[config.mk]
export PLATFORM = sky130hd
export DESIGN_NAME = multi_preset_crc_engine_flat
export DESIGN_NICKNAME = d
export VERILOG_FILES = /design/src/sv/mpce_pkg.sv /design/src/sv/mpce_byte_if.sv /design/src/sv/mpce_crc_if.sv /design/src/sv/multi_preset_crc_engine.sv /design/src/flat_wrapper.sv
export VERILOG_INCLUDE_DIRS = /design/src /design/src/sv
export SDC_FILE = /design/constraint.sdc
export NUM_CORES = 1
export LEC_CHECK = 0
export BUFFER_PORTS_ARGS = -buffer_cell sky130_fd_sc_hd__buf_2
export CAP_MARGIN = 20
export CORE_MARGIN = 3
export CORE_UTILIZATION = 45
export DETAILED_ROUTE_END_ITERATION = 8
export MAX_ROUTING_LAYER = met4
export PLACE_DENSITY = 0.67
export SYNTH_ARGS = -nofsm -noshare
export SYNTH_HDL_FRONTEND = slang
export SYNTH_SLANG_ARGS = --single-unit
export TNS_END_PERCENT = 100
[constraint.sdc]
create_clock -name clk -period 5.9 [get_ports clk]
set_input_delay 0.59 -clock clk [delete_from_list [all_inputs] [get_ports clk]]
set_output_delay 0.59 -clock clk [all_outputs]
set_load 0.01 [all_outputs]
[src/sv/multi_preset_crc_engine_assert.svh]
// Assertion macros shared by the CRC engine RTL.
`ifndef MULTI_PRESET_CRC_ENGINE_ASSERT_SVH
`define MULTI_PRESET_CRC_ENGINE_ASSERT_SVH

// Check a condition at every clock edge outside reset.
`define MPCE_ASSERT_ALWAYS(lbl, cond, msg) \
    lbl: assert property (@(posedge clk) disable iff (!rst_n) (cond)) else $error(msg);

// Check that a condition in one cycle implies another in the next cycle.
`define MPCE_ASSERT_NEXT(lbl, ante, cons, msg) \
    lbl: assert property (@(posedge clk) disable iff (!rst_n) (ante) |=> (cons)) \
        else $error(msg);

`endif

[src/sv/mpce_pkg.sv]
// Package with CRC preset table, byte update function and register constants.
package mpce_pkg;

    localparam int CFG_ADDR_W = 3;
    localparam int CFG_IDX_W  = CFG_ADDR_W - 2;

    localparam logic [CFG_IDX_W-1:0] REG_CRC_MODE = '0;

    localparam logic [3:0] MODE_CRC32   = 4'd13;
    localparam logic [3:0] MODE_INVALID = 4'd15;

    typedef struct packed {
        logic [31:0] poly_al;   // normal polynomial, left aligned to bit 31
        logic [31:0] rpoly;     // reflected polynomial, right aligned
        logic        refl;
        logic [4:0]  lshift;    // 32 minus preset width
        logic [31:0] mask;
        logic [31:0] init;
        logic [31:0] xorout;
    } preset_t;

    function automatic preset_t crc_preset(logic [3:0] mode);
        preset_t p;
        p = '0;
        unique case (mode)
            4'd0:    p = '{32'h0700_0000, 32'h0000_00E0, 1'b0, 5'd24, 32'h0000_00FF,
                           32'h0000_0000, 32'h0000_0000};
            4'd1:    p = '{32'h0700_0000, 32'h0000_00E0, 1'b0, 5'd24, 32'h0000_00FF,
                           32'h0000_0000, 32'h0000_0055};
            4'd2:    p = '{32'h0700_0000, 32'h0000_00E0, 1'b1, 5'd24, 32'h0000_00FF,
                           32'h0000_00FF, 32'h0000_0000};
            4'd3:    p = '{32'h3100_0000, 32'h0000_008C, 1'b1, 5'd24, 32'h0000_00FF,
                           32'h0000_0000, 32'h0000_0000};
            4'd4:    p = '{32'h8005_0000, 32'h0000_A001, 1'b1, 5'd16, 32'h0000_FFFF,
                           32'h0000_0000, 32'h0000_0000};
            4'd5:    p = '{32'h8005_0000, 32'h0000_A001, 1'b1, 5'd16, 32'h0000_FFFF,
                           32'h0000_0000, 32'h0000_FFFF};
            4'd6:    p = '{32'h8005_0000, 32'h0000_A001, 1'b1, 5'd16, 32'h0000_FFFF,
                           32'h0000_FFFF, 32'h0000_FFFF};
            4'd7:    p = '{32'h8005_0000, 32'h0000_A001, 1'b1, 5'd16, 32'h0000_FFFF,
                           32'h0000_FFFF, 32'h0000_0000};
            4'd8:    p = '{32'h1021_0000, 32'h0000_8408, 1'b1, 5'd16, 32'h0000_FFFF,
                           32'h0000_0000, 32'h0000_0000};
            4'd9:    p = '{32'h1021_0000, 32'h0000_8408, 1'b0, 5'd16, 32'h0000_FFFF,
                           32'h0000_FFFF, 32'h0000_0000};
            4'd10:   p = '{32'h1021_0000, 32'h0000_8408, 1'b1, 5'd16, 32'h0000_FFFF,
                           32'h0000_FFFF, 32'h0000_FFFF};
            4'd11:   p = '{32'h1021_0000, 32'h0000_8408, 1'b0, 5'd16, 32'h0000_FFFF,
                           32'h0000_0000, 32'h0000_0000};
            4'd12:   p = '{32'h3D65_0000, 32'h0000_A6BC, 1'b1, 5'd16, 32'h0000_FFFF,
                           32'h0000_0000, 32'h0000_FFFF};
            4'd14:   p = '{32'h04C1_1DB7, 32'hEDB8_8320, 1'b0, 5'd0, 32'hFFFF_FFFF,
                           32'hFFFF_FFFF, 32'h0000_0000};
            default: p = '{32'h04C1_1DB7, 32'hEDB8_8320, 1'b1, 5'd0, 32'hFFFF_FFFF,
                           32'hFFFF_FFFF, 32'hFFFF_FFFF};
        endcase
        return p;
    endfunction

    // Absorb one byte: eight bit times of shift and conditional XOR.
    // Non-reflected presets run left aligned so one datapath serves every width.
    function automatic logic [31:0] crc_absorb(preset_t p, logic [31:0] crc_in,
                                               logic [7:0] data);
        logic [31:0] c;
        c = crc_in & p.mask;
        if (p.refl)
        begin
            c = c ^ {24'h0, data};
            for (int b = 0; b < 8; b++)
            begin
                c = c[0] ? ((c >> 1) ^ p.rpoly) : (c >> 1);
            end
        end
        else
        begin
            c = c << p.lshift;
            c = c ^ {data, 24'h0};
            for (int b = 0; b < 8; b++)
            begin
                c = c[31] ? ((c << 1) ^ p.poly_al) : (c << 1);
            end
            c = c >> p.lshift;
        end
        return c & p.mask;
    endfunction

endpackage

[src/sv/mpce_byte_if.sv]
// Input channel carrying one message byte and its framing flags per beat.
interface mpce_byte_if;
    logic       valid;
    logic       ready;
    logic [7:0] data_byte;
    logic       first_byte;
    logic       last_byte;

    modport source (output valid, output data_byte, output first_byte, output last_byte,
                    input ready);
    modport sink (input valid, input data_byte, input first_byte, input last_byte,
                  output ready);
endinterface

[src/sv/mpce_crc_if.sv]
// Output channel carrying one final CRC value per beat.
interface mpce_crc_if;
    logic        valid;
    logic        ready;
    logic [31:0] crc_value;

    modport source (output valid, output crc_value, input ready);
    modport sink (input valid, input crc_value, output ready);
endinterface

[src/sv/multi_preset_crc_engine.sv]
// Byte-serial CRC engine with fifteen catalogue presets selected over APB.
//
// Usage:
//   data_in  : one message byte per beat, with first_byte (load preset init
//              before absorbing) and last_byte (emit the final CRC).
//   crc_out  : one beat per byte flagged last_byte, holding the CRC after the
//              final XOR, right aligned; bits above the preset width are zero.
//   APB      : register crc_mode at byte address 0 (reads back the preset).
//              A write of 15, or to byte addresses 4 to 7, is dropped.
// Pipeline: a byte is captured in the input register and absorbed from there
//   into the running CRC; a final byte's result is registered for crc_out.
// Throughput: one byte per clock while crc_out is not stalled. The running CRC
//   register closes a loop of eight shift/XOR bit times, which sets the cycle.
// Reset: crc_mode returns to 13 (CRC-32), the running CRC clears to zero and
//   both pipeline registers empty.
// Stall: while crc_out is stalled the result holds; non-final bytes keep
//   flowing, and a final byte waits in the input register until the result
//   slot frees, with data_in.ready held low while it waits.
`include "multi_preset_crc_engine_assert.svh"

module multi_preset_crc_engine
    import mpce_pkg::*;
(
    input  logic                  clk,
    input  logic                  rst_n,
    input  logic                  psel,
    input  logic                  penable,
    input  logic                  pwrite,
    input  logic [CFG_ADDR_W-1:0] paddr,
    input  logic [31:0]           pwdata,
    output logic [31:0]           prdata,
    output logic                  pready,
    mpce_byte_if.sink             data_in,
    mpce_crc_if.source            crc_out
);

    // Configuration register
    logic [3:0]           crc_mode_reg;
    logic                 cfg_wr;
    logic [CFG_IDX_W-1:0] cfg_idx;

    // Input stage
    logic       s1_valid_reg;
    logic [7:0] s1_byte_reg;
    logic       s1_first_reg;
    logic       s1_last_reg;
    logic       s1_go;

    // Running CRC and result stage
    logic [31:0] crc_reg;
    logic [31:0] crc_next;
    logic        out_valid_reg;
    logic [31:0] out_crc_reg;
    logic        out_free;
    preset_t     preset;

    assign pready  = 1'b1;
    assign cfg_idx = paddr[CFG_ADDR_W-1:2];
    assign cfg_wr  = psel && penable && pwrite && pready;
    assign prdata  = (cfg_idx == REG_CRC_MODE) ? {28'h0, crc_mode_reg} : 32'h0;

    always_ff @(posedge clk or negedge rst_n)
    begin
        if (!rst_n)
        begin
            crc_mode_reg <= MODE_CRC32;
        end
        else if (cfg_wr && (cfg_idx == REG_CRC_MODE) && (pwdata[3:0] != MODE_INVALID))
        begin
            crc_mode_reg <= pwdata[3:0];
        end
    end

    assign preset = crc_preset(crc_mode_reg);

    // A final byte needs the result slot; other bytes always advance.
    assign out_free      = !out_valid_reg || crc_out.ready;
    assign s1_go         = s1_valid_reg && (!s1_last_reg || out_free);
    assign data_in.ready = !s1_valid_reg || s1_go;

    always_ff @(posedge clk or negedge rst_n)
    begin
        if (!rst_n)
        begin
            s1_valid_reg <= 1'b0;
        end
        else if (data_in.ready)
        begin
            s1_valid_reg <= data_in.valid;
        end
    end

    always_ff @(posedge clk)
    begin
        if (data_in.ready && data_in.valid)
        begin
            s1_byte_reg  <= data_in.data_byte;
            s1_first_reg <= data_in.first_byte;
            s1_last_reg  <= data_in.last_byte;
        end
    end

    // Load the preset init on a first byte, then absorb the byte.
    assign crc_next = crc_absorb(preset, s1_first_reg ? preset.init : crc_reg, s1_byte_reg);

    always_ff @(posedge clk or negedge rst_n)
    begin
        if (!rst_n)
        begin
            crc_reg <= '0;
        end
        else if (s1_go)
        begin
            crc_reg <= crc_next;
        end
    end

    always_ff @(posedge clk or negedge rst_n)
    begin
        if (!rst_n)
        begin
            out_valid_reg <= 1'b0;
        end
        else if (out_free)
        begin
            out_valid_reg <= s1_go && s1_last_reg;
        end
    end

    always_ff @(posedge clk)
    begin
        if (s1_go && s1_last_reg)
        begin
            out_crc_reg <= (crc_next ^ preset.xorout) & preset.mask;
        end
    end

    assign crc_out.valid     = out_valid_reg;
    assign crc_out.crc_value = out_crc_reg;

    `MPCE_ASSERT_ALWAYS(a_mode_legal, crc_mode_reg != MODE_INVALID, "crc_mode holds code 15")
    `MPCE_ASSERT_ALWAYS(a_out_width,
        !out_valid_reg || ((out_crc_reg & ~preset.mask) == 32'h0),
        "result has bits above preset width")
    `MPCE_ASSERT_NEXT(a_s1_hold, s1_valid_reg && !s1_go,
        s1_valid_reg && $stable(s1_byte_reg) && s1_last_reg,
        "stalled input stage lost its byte")

endmodule
[src/flat_wrapper.sv]
// flat-port wrapper written by rule: the top's interface ports become plain ports
module multi_preset_crc_engine_flat import mpce_pkg::*;
  (clk, rst_n, psel, penable, pwrite, paddr, pwdata, prdata, pready, data_in_valid, data_in_data_byte, data_in_first_byte, data_in_last_byte, data_in_ready, crc_out_valid, crc_out_crc_value, crc_out_ready);
  mpce_byte_if data_in_i ();
  mpce_crc_if crc_out_i ();
  input  logic clk;
  input  logic rst_n;
  input  logic psel;
  input  logic penable;
  input  logic pwrite;
  input  logic [CFG_ADDR_W-1:0] paddr;
  input  logic [31:0] pwdata;
  output logic [31:0] prdata;
  output logic pready;
  input wire logic [$bits(data_in_i.valid)-1:0] data_in_valid;
  input wire logic [$bits(data_in_i.data_byte)-1:0] data_in_data_byte;
  input wire logic [$bits(data_in_i.first_byte)-1:0] data_in_first_byte;
  input wire logic [$bits(data_in_i.last_byte)-1:0] data_in_last_byte;
  output wire logic [$bits(data_in_i.ready)-1:0] data_in_ready;
  output wire logic [$bits(crc_out_i.valid)-1:0] crc_out_valid;
  output wire logic [$bits(crc_out_i.crc_value)-1:0] crc_out_crc_value;
  input wire logic [$bits(crc_out_i.ready)-1:0] crc_out_ready;
  assign data_in_i.valid = data_in_valid;
  assign data_in_i.data_byte = data_in_data_byte;
  assign data_in_i.first_byte = data_in_first_byte;
  assign data_in_i.last_byte = data_in_last_byte;
  assign data_in_ready = data_in_i.ready;
  assign crc_out_valid = crc_out_i.valid;
  assign crc_out_crc_value = crc_out_i.crc_value;
  assign crc_out_i.ready = crc_out_ready;
  multi_preset_crc_engine u_core (.clk(clk), .rst_n(rst_n), .psel(psel), .penable(penable), .pwrite(pwrite), .paddr(paddr), .pwdata(pwdata), .prdata(prdata), .pready(pready), .data_in(data_in_i), .crc_out(crc_out_i));
endmodule
==> results.toml, run 1 <==
[status]
status = "finished, final reports clean"

[clock_network]
insertion_delay_ns = 0.36
postCtsSetupBuffers = 0
cts_hold_buf = 0
cts_resized = 0
cts_sinks = 80
cts.htree.levels = 3
numCtsBuffers = 9
root_buffer = "clkbuf_16"
cts_buffer_depth = 2
path_clk_slew_ns = 0.08
cts_tree = "built"

[grt]
grt_pass1_vias = 9849
grt_use_total_pct = 37.3
gr-total-overflow = 0
grt_max_degree = 39
grt_pass1_wl_um = 66500
antenna_found_initial = 0

[finish]
layout-drive-gt1-share_pct = 17.5
syn_to_final_growth_pct = 12.5
layout_commonest_cell = "xnor2_1"
fillers = 2221
seq_area_um2 = 2220
mostFrequentLayoutCells = "198 x xnor2_1, 134 x nor2_1, 134 x nand2_1"
antenna_cells = 0
multi_input_area_um2 = 7700
final_nets = 1436

[setup_path]
regToRegStartpoint = "u_core.crc_mode_reg[0]"
crit_required_ns = 6.00
worstSetupStartpoint = "u_core.crc_mode_reg[0]"
endpoint = "u_core.crc_out.crc_value[18]"
cp_max_fo = 10
start_kind = "flop"
crit_path_max_incr_delay_ns = 0.53
r2r-end = "u_core.crc_out.crc_value[18]"
r2r_cells = 18
crit_type = "flop to flop"
critical_path.cell_chain = "clkinv_1, buf_4, ha_1, and3_1, o21ai_4, a32oi_2, a211o_1, a211oi_1, nor2_1, mux2i_1, xnor2_1, xnor3_2, xnor2_1, a221oi_1, nor3_1, buf_4, o22ai_1, mux2i_1"
critPathSlowestCell = "dfstp_2"
ff2ff_setup_slack_ns = 0.27
cp_data_arrival_time_ns = 5.73
endpoint_kind = "flop"

[worst_hold_path]
hold_path.class = "primary input to async pin"

[timing]
finalClockSkew_ns = 0.0119
tns_ns = 0
rsz0062_at_grt = "no"
finalHoldViolations = 0
fin_crit_ns = 5.63
finalSetupViolCount = 0
relSlewSlack_pct = 33.4
post-route-period-util_pct = 95.5
max_slew.worst_pin.slew_ns = 0.988
slew_violations = 0
max_freq_mhz = 178

[drt]
drtIter0Drc = 1421
wirelength_um = 45200
drtPass1Iterations = 7
drc_errors = 0
vias = 10700
ant_nets = 0
via_per_inst = 6.40
wl_per_cell_um = 27.1

[synth]
netlist_instances = 1289
async_reset_ff_share_pct = 47.5
synth_ff_type = "edfxtp_1"
synth_edf_count = 42
synth_area_um2 = 10400
ys_ff_latch = 80
seq_area_frac_synth_pct = 21.2
synth_cell_types = 93
synth_area_per_cell_um2 = 8.10
yosysWarningCount = 0

[placement]
gp_congestion = 1.05
port-buffer-count = 59
dp_hpwl_um = 34600

[run]
drv_cap = 0

[die]
dieArea_um2 = 25100
start_util_pct = 46.0
io_pins = 119
die_w_um = 158
die_y_um = 158
row_count = 55
fp.coreArea_um2 = 22700
through the flow:
step | cell area [µm²] | hold slack, ns | utilization [%] | setup WS [ns] | cells
floorplan | 10500 | 0.294 | - | 0.908 | 1316
global placement | 11400 | 0.462 | 50.3 | 0.373 | 1651
detailed placement | 11400 | 0.464 | 50.3 | 0.347 | 1651
CTS | 11700 | 0.388 | 51.7 | 0.332 | 1667
global route | 11700 | 0.401 | 51.7 | 0.0152 | 1667
finish | 11700 | 0.378 | 51.7 | 0.266 | 1667
cell type report:
cell class / instances / share of cell area (%)
inverters: 9 / 0.288
flip-flops and latches: 80 / 18.9
multi-input cells: 1111 / 65.6
clock inverters: 7 / 0.725
clock buffers: 9 / 1.92
repair buffers: 166 / 9.57
well taps: 285 / 3.04
cells in the mapped netlist (8+ instances only):
cell type | count | area, µm²
a22o_1 | 9 | 78.8
xnor3_1 | 17 | 383
a221oi_1 | 9 | 78.8
edfxtp_1 | 42 | 1260
o22ai_1 | 24 | 150
buf_4 | 33 | 248
clkbuf_1 | 57 | 214
a211oi_1 | 12 | 90.1
nor3_1 | 17 | 85.1
xor2_1 | 43 | 377
xnor2_1 | 198 | 1730
mux2i_1 | 34 | 340
nand3_1 | 41 | 205
and2_1 | 13 | 81.3
a211o_1 | 9 | 78.8
a21o_1 | 11 | 82.6
or3_1 | 14 | 87.6
o21ai_0 | 66 | 330
a31oi_1 | 8 | 50.1
nor2_1 | 135 | 507
nor2b_1 | 12 | 75.1
a22oi_1 | 16 | 120
mux2_2 | 12 | 135
dfrtp_1 | 35 | 876
o221ai_1 | 8 | 70.1
o211ai_1 | 9 | 67.6
a21oi_1 | 65 | 325
and3_1 | 14 | 87.6
o21ai_1 | 21 | 105
nand2_1 | 134 | 503
buf_2 | 17 | 85.1
worst min path at each step:
stage | start | end | slack, ns
floorplan | rst_n | u_core.crc_mode_reg[1] | 0.29
global placement | u_core.crc_reg[29] | u_core.crc_reg[29] | 0.46
detailed placement | u_core.crc_reg[28] | u_core.crc_reg[28] | 0.46
CTS | data_in_data_byte[5] | u_core.s1_byte_reg[5] | 0.39
global route | data_in_last_byte | u_core.s1_last_reg | 0.40
finish | rst_n | u_core.crc_reg[27] | 0.38
critical path, delay by kind of cell (launching register included):
kind / cells / cell delay (ns)
XOR/XNOR: 3 / 1.11
AO/OA/AOI/OAI: 6 / 2.17
AND/OR/NAND/NOR: 3 / 0.52
flip-flops: 1 / 0.53
multiplexers: 2 / 0.30
adder cells (fa/ha/maj): 1 / 0.27
buffers and inverters: 3 / 0.45
kinds of logic after synthesis:
kind of cell / share of synthesized area (%)
flops: 21.2
compound gates: 21.6
fa+ha+maj: 0.839
other cells: 0.0720
simple gates: 18.8
xor+xnor: 26.7
buf+inv: 6.03
mux: 4.69
metal layers:
| metal | up-vias | global-route usage, % | part of all wire [%] |
|---|---|---|---|
| li1 | 4702 | - | - |
| met1 | 5093 | 50.9 | 41 |
| met2 | 724 | 54.5 | 43 |
| met3 | 145 | 5.22 | 10 |
| met4 | 0 | 17.6 | 5.6 |
| met5 | - | - | 0 |
Power of run 1 is not shown: default switching activity piles up to over one toggle a cycle in this logic, so the estimate is an artifact.
==> run 2: changes to the inputs <==
--- a/config.mk
+++ b/config.mk
@@ -10,9 +10,10 @@
 export CAP_MARGIN = 20
 export CORE_MARGIN = 3
 export CORE_UTILIZATION = 45
+export CTS_BUF_LIST = sky130_fd_sc_hd__clkbuf_8
 export DETAILED_ROUTE_END_ITERATION = 8
 export MAX_ROUTING_LAYER = met4
-export PLACE_DENSITY = 0.67
+export PLACE_DENSITY = 0.66
 export SYNTH_ARGS = -nofsm -noshare
 export SYNTH_HDL_FRONTEND = slang
 export SYNTH_SLANG_ARGS = --single-unit
==> constraint.sdc (replaced) <==
create_clock -name clk -period 5.9 [get_ports clk]
set_input_delay 0.295 -clock clk [delete_from_list [all_inputs] [get_ports clk]]
set_output_delay 0.295 -clock clk [all_outputs]
set_load 0.01 [all_outputs]
==> results.toml, run 2 (synthesis gave the netlist of run 1 again) <==
[status]
status = "finished, final reports clean"

[drt]
wirelength_um = 47500
drtIter0Drc = 1146
drtPass1Iterations = 6
ant_nets = 0
wl_per_cell_um = 27.9
drc_errors = 0
via_per_inst = 6.36
vias = 10800

[die]
die_y_um = 158
io_pins = 119
row_count = 55
fp.coreArea_um2 = 22700
dieArea_um2 = 25100
die_w_um = 158
start_util_pct = 46.0

[finish]
mostFrequentLayoutCells = "197 x xnor2_1, 137 x buf_4, 134 x nand2_1"
layout-drive-gt1-share_pct = 19.7
seq_area_um2 = 2220
layout_commonest_cell = "xnor2_1"
final_area_um2 = 11900
fillers = 2232
syn_to_final_growth_pct = 13.7
final_nets = 1468
multi_input_area_um2 = 7720
antenna_cells = 0

[clock_network]
postCtsSetupBuffers = 0
insertion_delay_ns = 0.40
root_buffer = "clkbuf_8"
cts_sinks = 80
cts_hold_buf = 0
path_clk_slew_ns = 0.12
numCtsBuffers = 9
cts_tree = "built"
cts_resized = 0
cts_buffer_depth = 2
cts.htree.levels = 3

[setup_path]
cp_max_fo = 11
start_kind = "flop"
cpMostUsedCell = "buf_4"
regToRegStartpoint = "u_core.crc_mode_reg[0]"
critical_path.cell_chain = "clkinv_1, ha_1, o211a_2, a22o_2, nor2_1, buf_4, and3_1, o21ai_1, xnor2_1, xnor3_1, xor2_1, buf_4, or3_1, a311oi_1, nor3_1, buf_4, o22ai_1, mux2i_1"
r2r-end = "u_core.crc_out.crc_value[18]"
crit_required_ns = 6.03
endpoint_kind = "flop"
r2r_cells = 18
crit_type = "flop to flop"
critPathSlowestCell = "xnor3_1"
cp_data_arrival_time_ns = 5.81
ff2ff_setup_slack_ns = 0.22
crit_path_max_incr_delay_ns = 0.59

[grt]
gr-total-overflow = 0
grt_pass1_vias = 10100
grt_max_degree = 39
grt_pass1_wl_um = 68800
antenna_found_initial = 0
grt_use_total_pct = 38.8

[worst_hold_path]
hold_path.class = "primary input to async pin"

[timing]
max_freq_mhz = 176
finalSetupViolCount = 0
tns_ns = 0
finalClockSkew_ns = 0.0386
fin_crit_ns = 5.68
slew_violations = 0
relSlewSlack_pct = 35.3
finalHoldViolations = 0
post-route-period-util_pct = 96.3
max_slew.worst_pin.slew_ns = 0.971
rsz0062_at_grt = "no"

[run]
drv_cap = 0

[placement]
port-buffer-count = 59
dp_hpwl_um = 36900
dpl_cell_area_um2 = 11700
gp_congestion = 1.04
==> run 2: per-stage QoR <==
stage	instances	utilization, %	setup WS (ns)	hold WS [ns]
2_1_floorplan	1316	-	0.908	-0.000591
3_3_place_gp	1681	51.3	0.305	0.459
5_1_grt	1699	52.3	0.00656	0.0569
6_report	1699	52.3	0.221	0.0581
4_1_cts	1698	52.1	0.229	0.0581
3_5_place_dp	1682	51.3	0.280	0.474
==> run 2: cell type report <==
class                   count  share of cell area (%)
repair buffers            198                    11.5
flip-flops and latches     80                    18.7
clock buffers               9                    1.04
clock inverters             7                   0.506
well taps                 285                    3.01
inverters                   9                   0.285
multi-input cells        1111                    65.0
==> run 2: worst max path at each step <==
stage                      startpoint                            to  slack, ns
4_1_cts        u_core.crc_mode_reg[0]   u_core.crc_out.crc_value[4]       0.23
2_1_floorplan  u_core.crc_mode_reg[0]   u_core.crc_out.crc_value[4]       0.91
3_3_place_gp   u_core.crc_mode_reg[0]  u_core.crc_out.crc_value[18]       0.31
3_5_place_dp   u_core.crc_mode_reg[0]   u_core.crc_out.crc_value[4]       0.28
5_1_grt        u_core.crc_mode_reg[0]  u_core.crc_out.crc_value[18]      0.007
6_report       u_core.crc_mode_reg[0]  u_core.crc_out.crc_value[18]       0.22
==> run 2: worst max-delay path: cells and delay by family (launching register included) <==
| family | cells | cell delay (ns) |
|---|---|---|
| AO/OA/AOI/OAI | 5 | 1.57 |
| XOR/XNOR | 3 | 1.16 |
| adder cells (fa/ha/maj) | 1 | 0.42 |
| buffers and inverters | 4 | 0.80 |
| flip-flops | 1 | 0.55 |
| multiplexers | 1 | 0.13 |
| AND/OR/NAND/NOR | 4 | 0.79 |
==> run 2: routing by layer <==
layer	up-vias	wire, µm	GRT usage, %
met5	-	0	-
li1	4767	-	-
met2	685	20900	58.3
met1	5203	19500	51.3
met4	0	2490	17.3
met3	153	4620	6.82
Power of run 2 is left out for the same reason.
==> run 3: changes to the inputs <==
--- a/config.mk
+++ b/config.mk
@@ -14,6 +14,7 @@
 export DETAILED_ROUTE_END_ITERATION = 8
 export MAX_ROUTING_LAYER = met4
 export PLACE_DENSITY = 0.66
+export RECOVER_POWER = 25
 export SYNTH_ARGS = -nofsm -noshare
 export SYNTH_HDL_FRONTEND = slang
 export SYNTH_SLANG_ARGS = --single-unit
==> results.toml, run 3 (synthesis gave the netlist of run 1 again) <==
[timing]
max_slew.worst_pin.slew_ns = 2.34
rsz0062_at_grt = "no"
finalClockSkew_ns = 0.0393
post-route-period-util_pct = 96.3
slew_violations = 39
relSlewSlack_pct = -56.2
max_freq_mhz = 176
finalHoldViolations = 0
fin_crit_ns = 5.68
finalSetupViolCount = 0
tns_ns = 0

[clock_network]
numCtsBuffers = 9
cts_buffer_depth = 2
path_clk_slew_ns = 0.12
cts_hold_buf = 0
postCtsSetupBuffers = 0
insertion_delay_ns = 0.40
cts_sinks = 80
root_buffer = "clkbuf_8"
cts.htree.levels = 3
cts_tree = "built"

[status]
violations = "capacitance limit, slew limit"
status = "finished with violations"

[grt]
grt_use_total_pct = 38.8
gr-total-overflow = 0
grt_pass1_wl_um = 68800
grt_max_degree = 39
antenna_found_initial = 0
grt_pass1_vias = 10100

[setup_path]
ff2ff_setup_slack_ns = 0.22
regToRegStartpoint = "u_core.crc_mode_reg[0]"
crit_path_max_incr_delay_ns = 0.59
crit_type = "flop to flop"
endpoint = "u_core.crc_out.crc_value[18]"
start_kind = "flop"
cp_data_arrival_time_ns = 5.81
critical_path.cell_chain = "clkinv_1, ha_1, o211a_2, a22o_2, nor2_1, buf_4, and3_1, o21ai_1, xnor2_1, xnor3_1, xor2_1, buf_4, or3_1, a311oi_1, nor3_1, buf_4, o22ai_1, mux2i_1"
r2r-end = "u_core.crc_out.crc_value[18]"
r2r_cells = 18
cp_max_fo = 11
crit_required_ns = 6.03
critPathSlowestCell = "xnor3_1"
worstSetupStartpoint = "u_core.crc_mode_reg[0]"
endpoint_kind = "flop"
cpMostUsedCell = "buf_4"

[placement]
port-buffer-count = 59
dp_hpwl_um = 36900
gp_congestion = 1.04

[finish]
syn_to_final_growth_pct = 13.7
seq_area_um2 = 2220
mostFrequentLayoutCells = "197 x xnor2_1, 137 x buf_4, 134 x nand2_1"
fillers = 2233
antenna_cells = 0
layout-drive-gt1-share_pct = 19.6
multi_input_area_um2 = 7720
final_nets = 1468
layout_commonest_cell = "xnor2_1"

[drt]
via_per_inst = 6.35
vias = 10800
wirelength_um = 47500
wl_per_cell_um = 27.9
ant_nets = 0
drtIter0Drc = 1148
drc_errors = 0
drtPass1Iterations = 5

[die]
die_y_um = 158
row_count = 55
dieArea_um2 = 25100
fp.coreArea_um2 = 22700
io_pins = 119
die_w_um = 158
start_util_pct = 46.0

[worst_hold_path]
hold_path.class = "primary input to flop"

[run]
drv_cap = 1
==> run 3: metal layers <==
metal | vias to the layer above | wire length (µm) | track usage (%)
li1 | 4767 | - | -
met1 | 5198 | 19500 | 51.3
met2 | 677 | 20900 | 58.3
met3 | 149 | 4590 | 6.82
met4 | 0 | 2500 | 17.3
met5 | - | 0 | -
==> run 3: worst min-delay path by stage <==
stage                                     from                endpoint  cells past startpoint
after floorplan                          rst_n  u_core.crc_mode_reg[1]                      0
after global placement      u_core.crc_reg[29]      u_core.crc_reg[29]                      2
after detailed placement  data_in_data_byte[3]   u_core.s1_byte_reg[3]                      1
after CTS                   data_in_first_byte     u_core.s1_first_reg                      1
after global routing      data_in_data_byte[6]   u_core.s1_byte_reg[6]                      1
final                     data_in_data_byte[6]   u_core.s1_byte_reg[6]                      1
==> run 3: final cells by class <==
cell class	count	share of cell area (%)
clock buffers	9	1.04
clock inverters	7	0.506
inverters	9	0.285
multi-input cells	1111	65.0
flip-flops and latches	80	18.7
well taps	285	3.01
repair buffers	198	11.4
==> run 3: stage by stage <==
| stage | worst slack, ns | instances | area, µm² | hold WS, ns | utilization (%) |
|---|---|---|---|---|---|
| 6_report | 0.220 | 1699 | 11900 | 0.0589 | 52.2 |
| 5_1_grt | 0.00656 | 1699 | 11900 | 0.0569 | 52.2 |
| 4_1_cts | 0.229 | 1698 | 11800 | 0.0581 | 52.1 |
| 3_5_place_dp | 0.280 | 1682 | 11700 | 0.474 | 51.3 |
| 3_3_place_gp | 0.305 | 1681 | 11600 | 0.459 | 51.3 |
| 2_1_floorplan | 0.908 | 1316 | 10500 | -0.000591 | - |
==> run 3: repair_timing <==
action                                 in CTS  in global routing
endpoints found under the hold margin       0                  0
setup endpoints to repair                   0                  5
resized for setup                           0                  5
==> run 3: critical path: cells and delay by family, from the launching register on <==
kind	cells	cell delay [ns]
xor+xnor	3	1.16
compound gates	5	1.57
simple gates	4	0.79
mux	1	0.13
buf+inv	4	0.80
fa+ha+maj	1	0.42
flops	1	0.55
Power of run 3 is left out for the same reason.
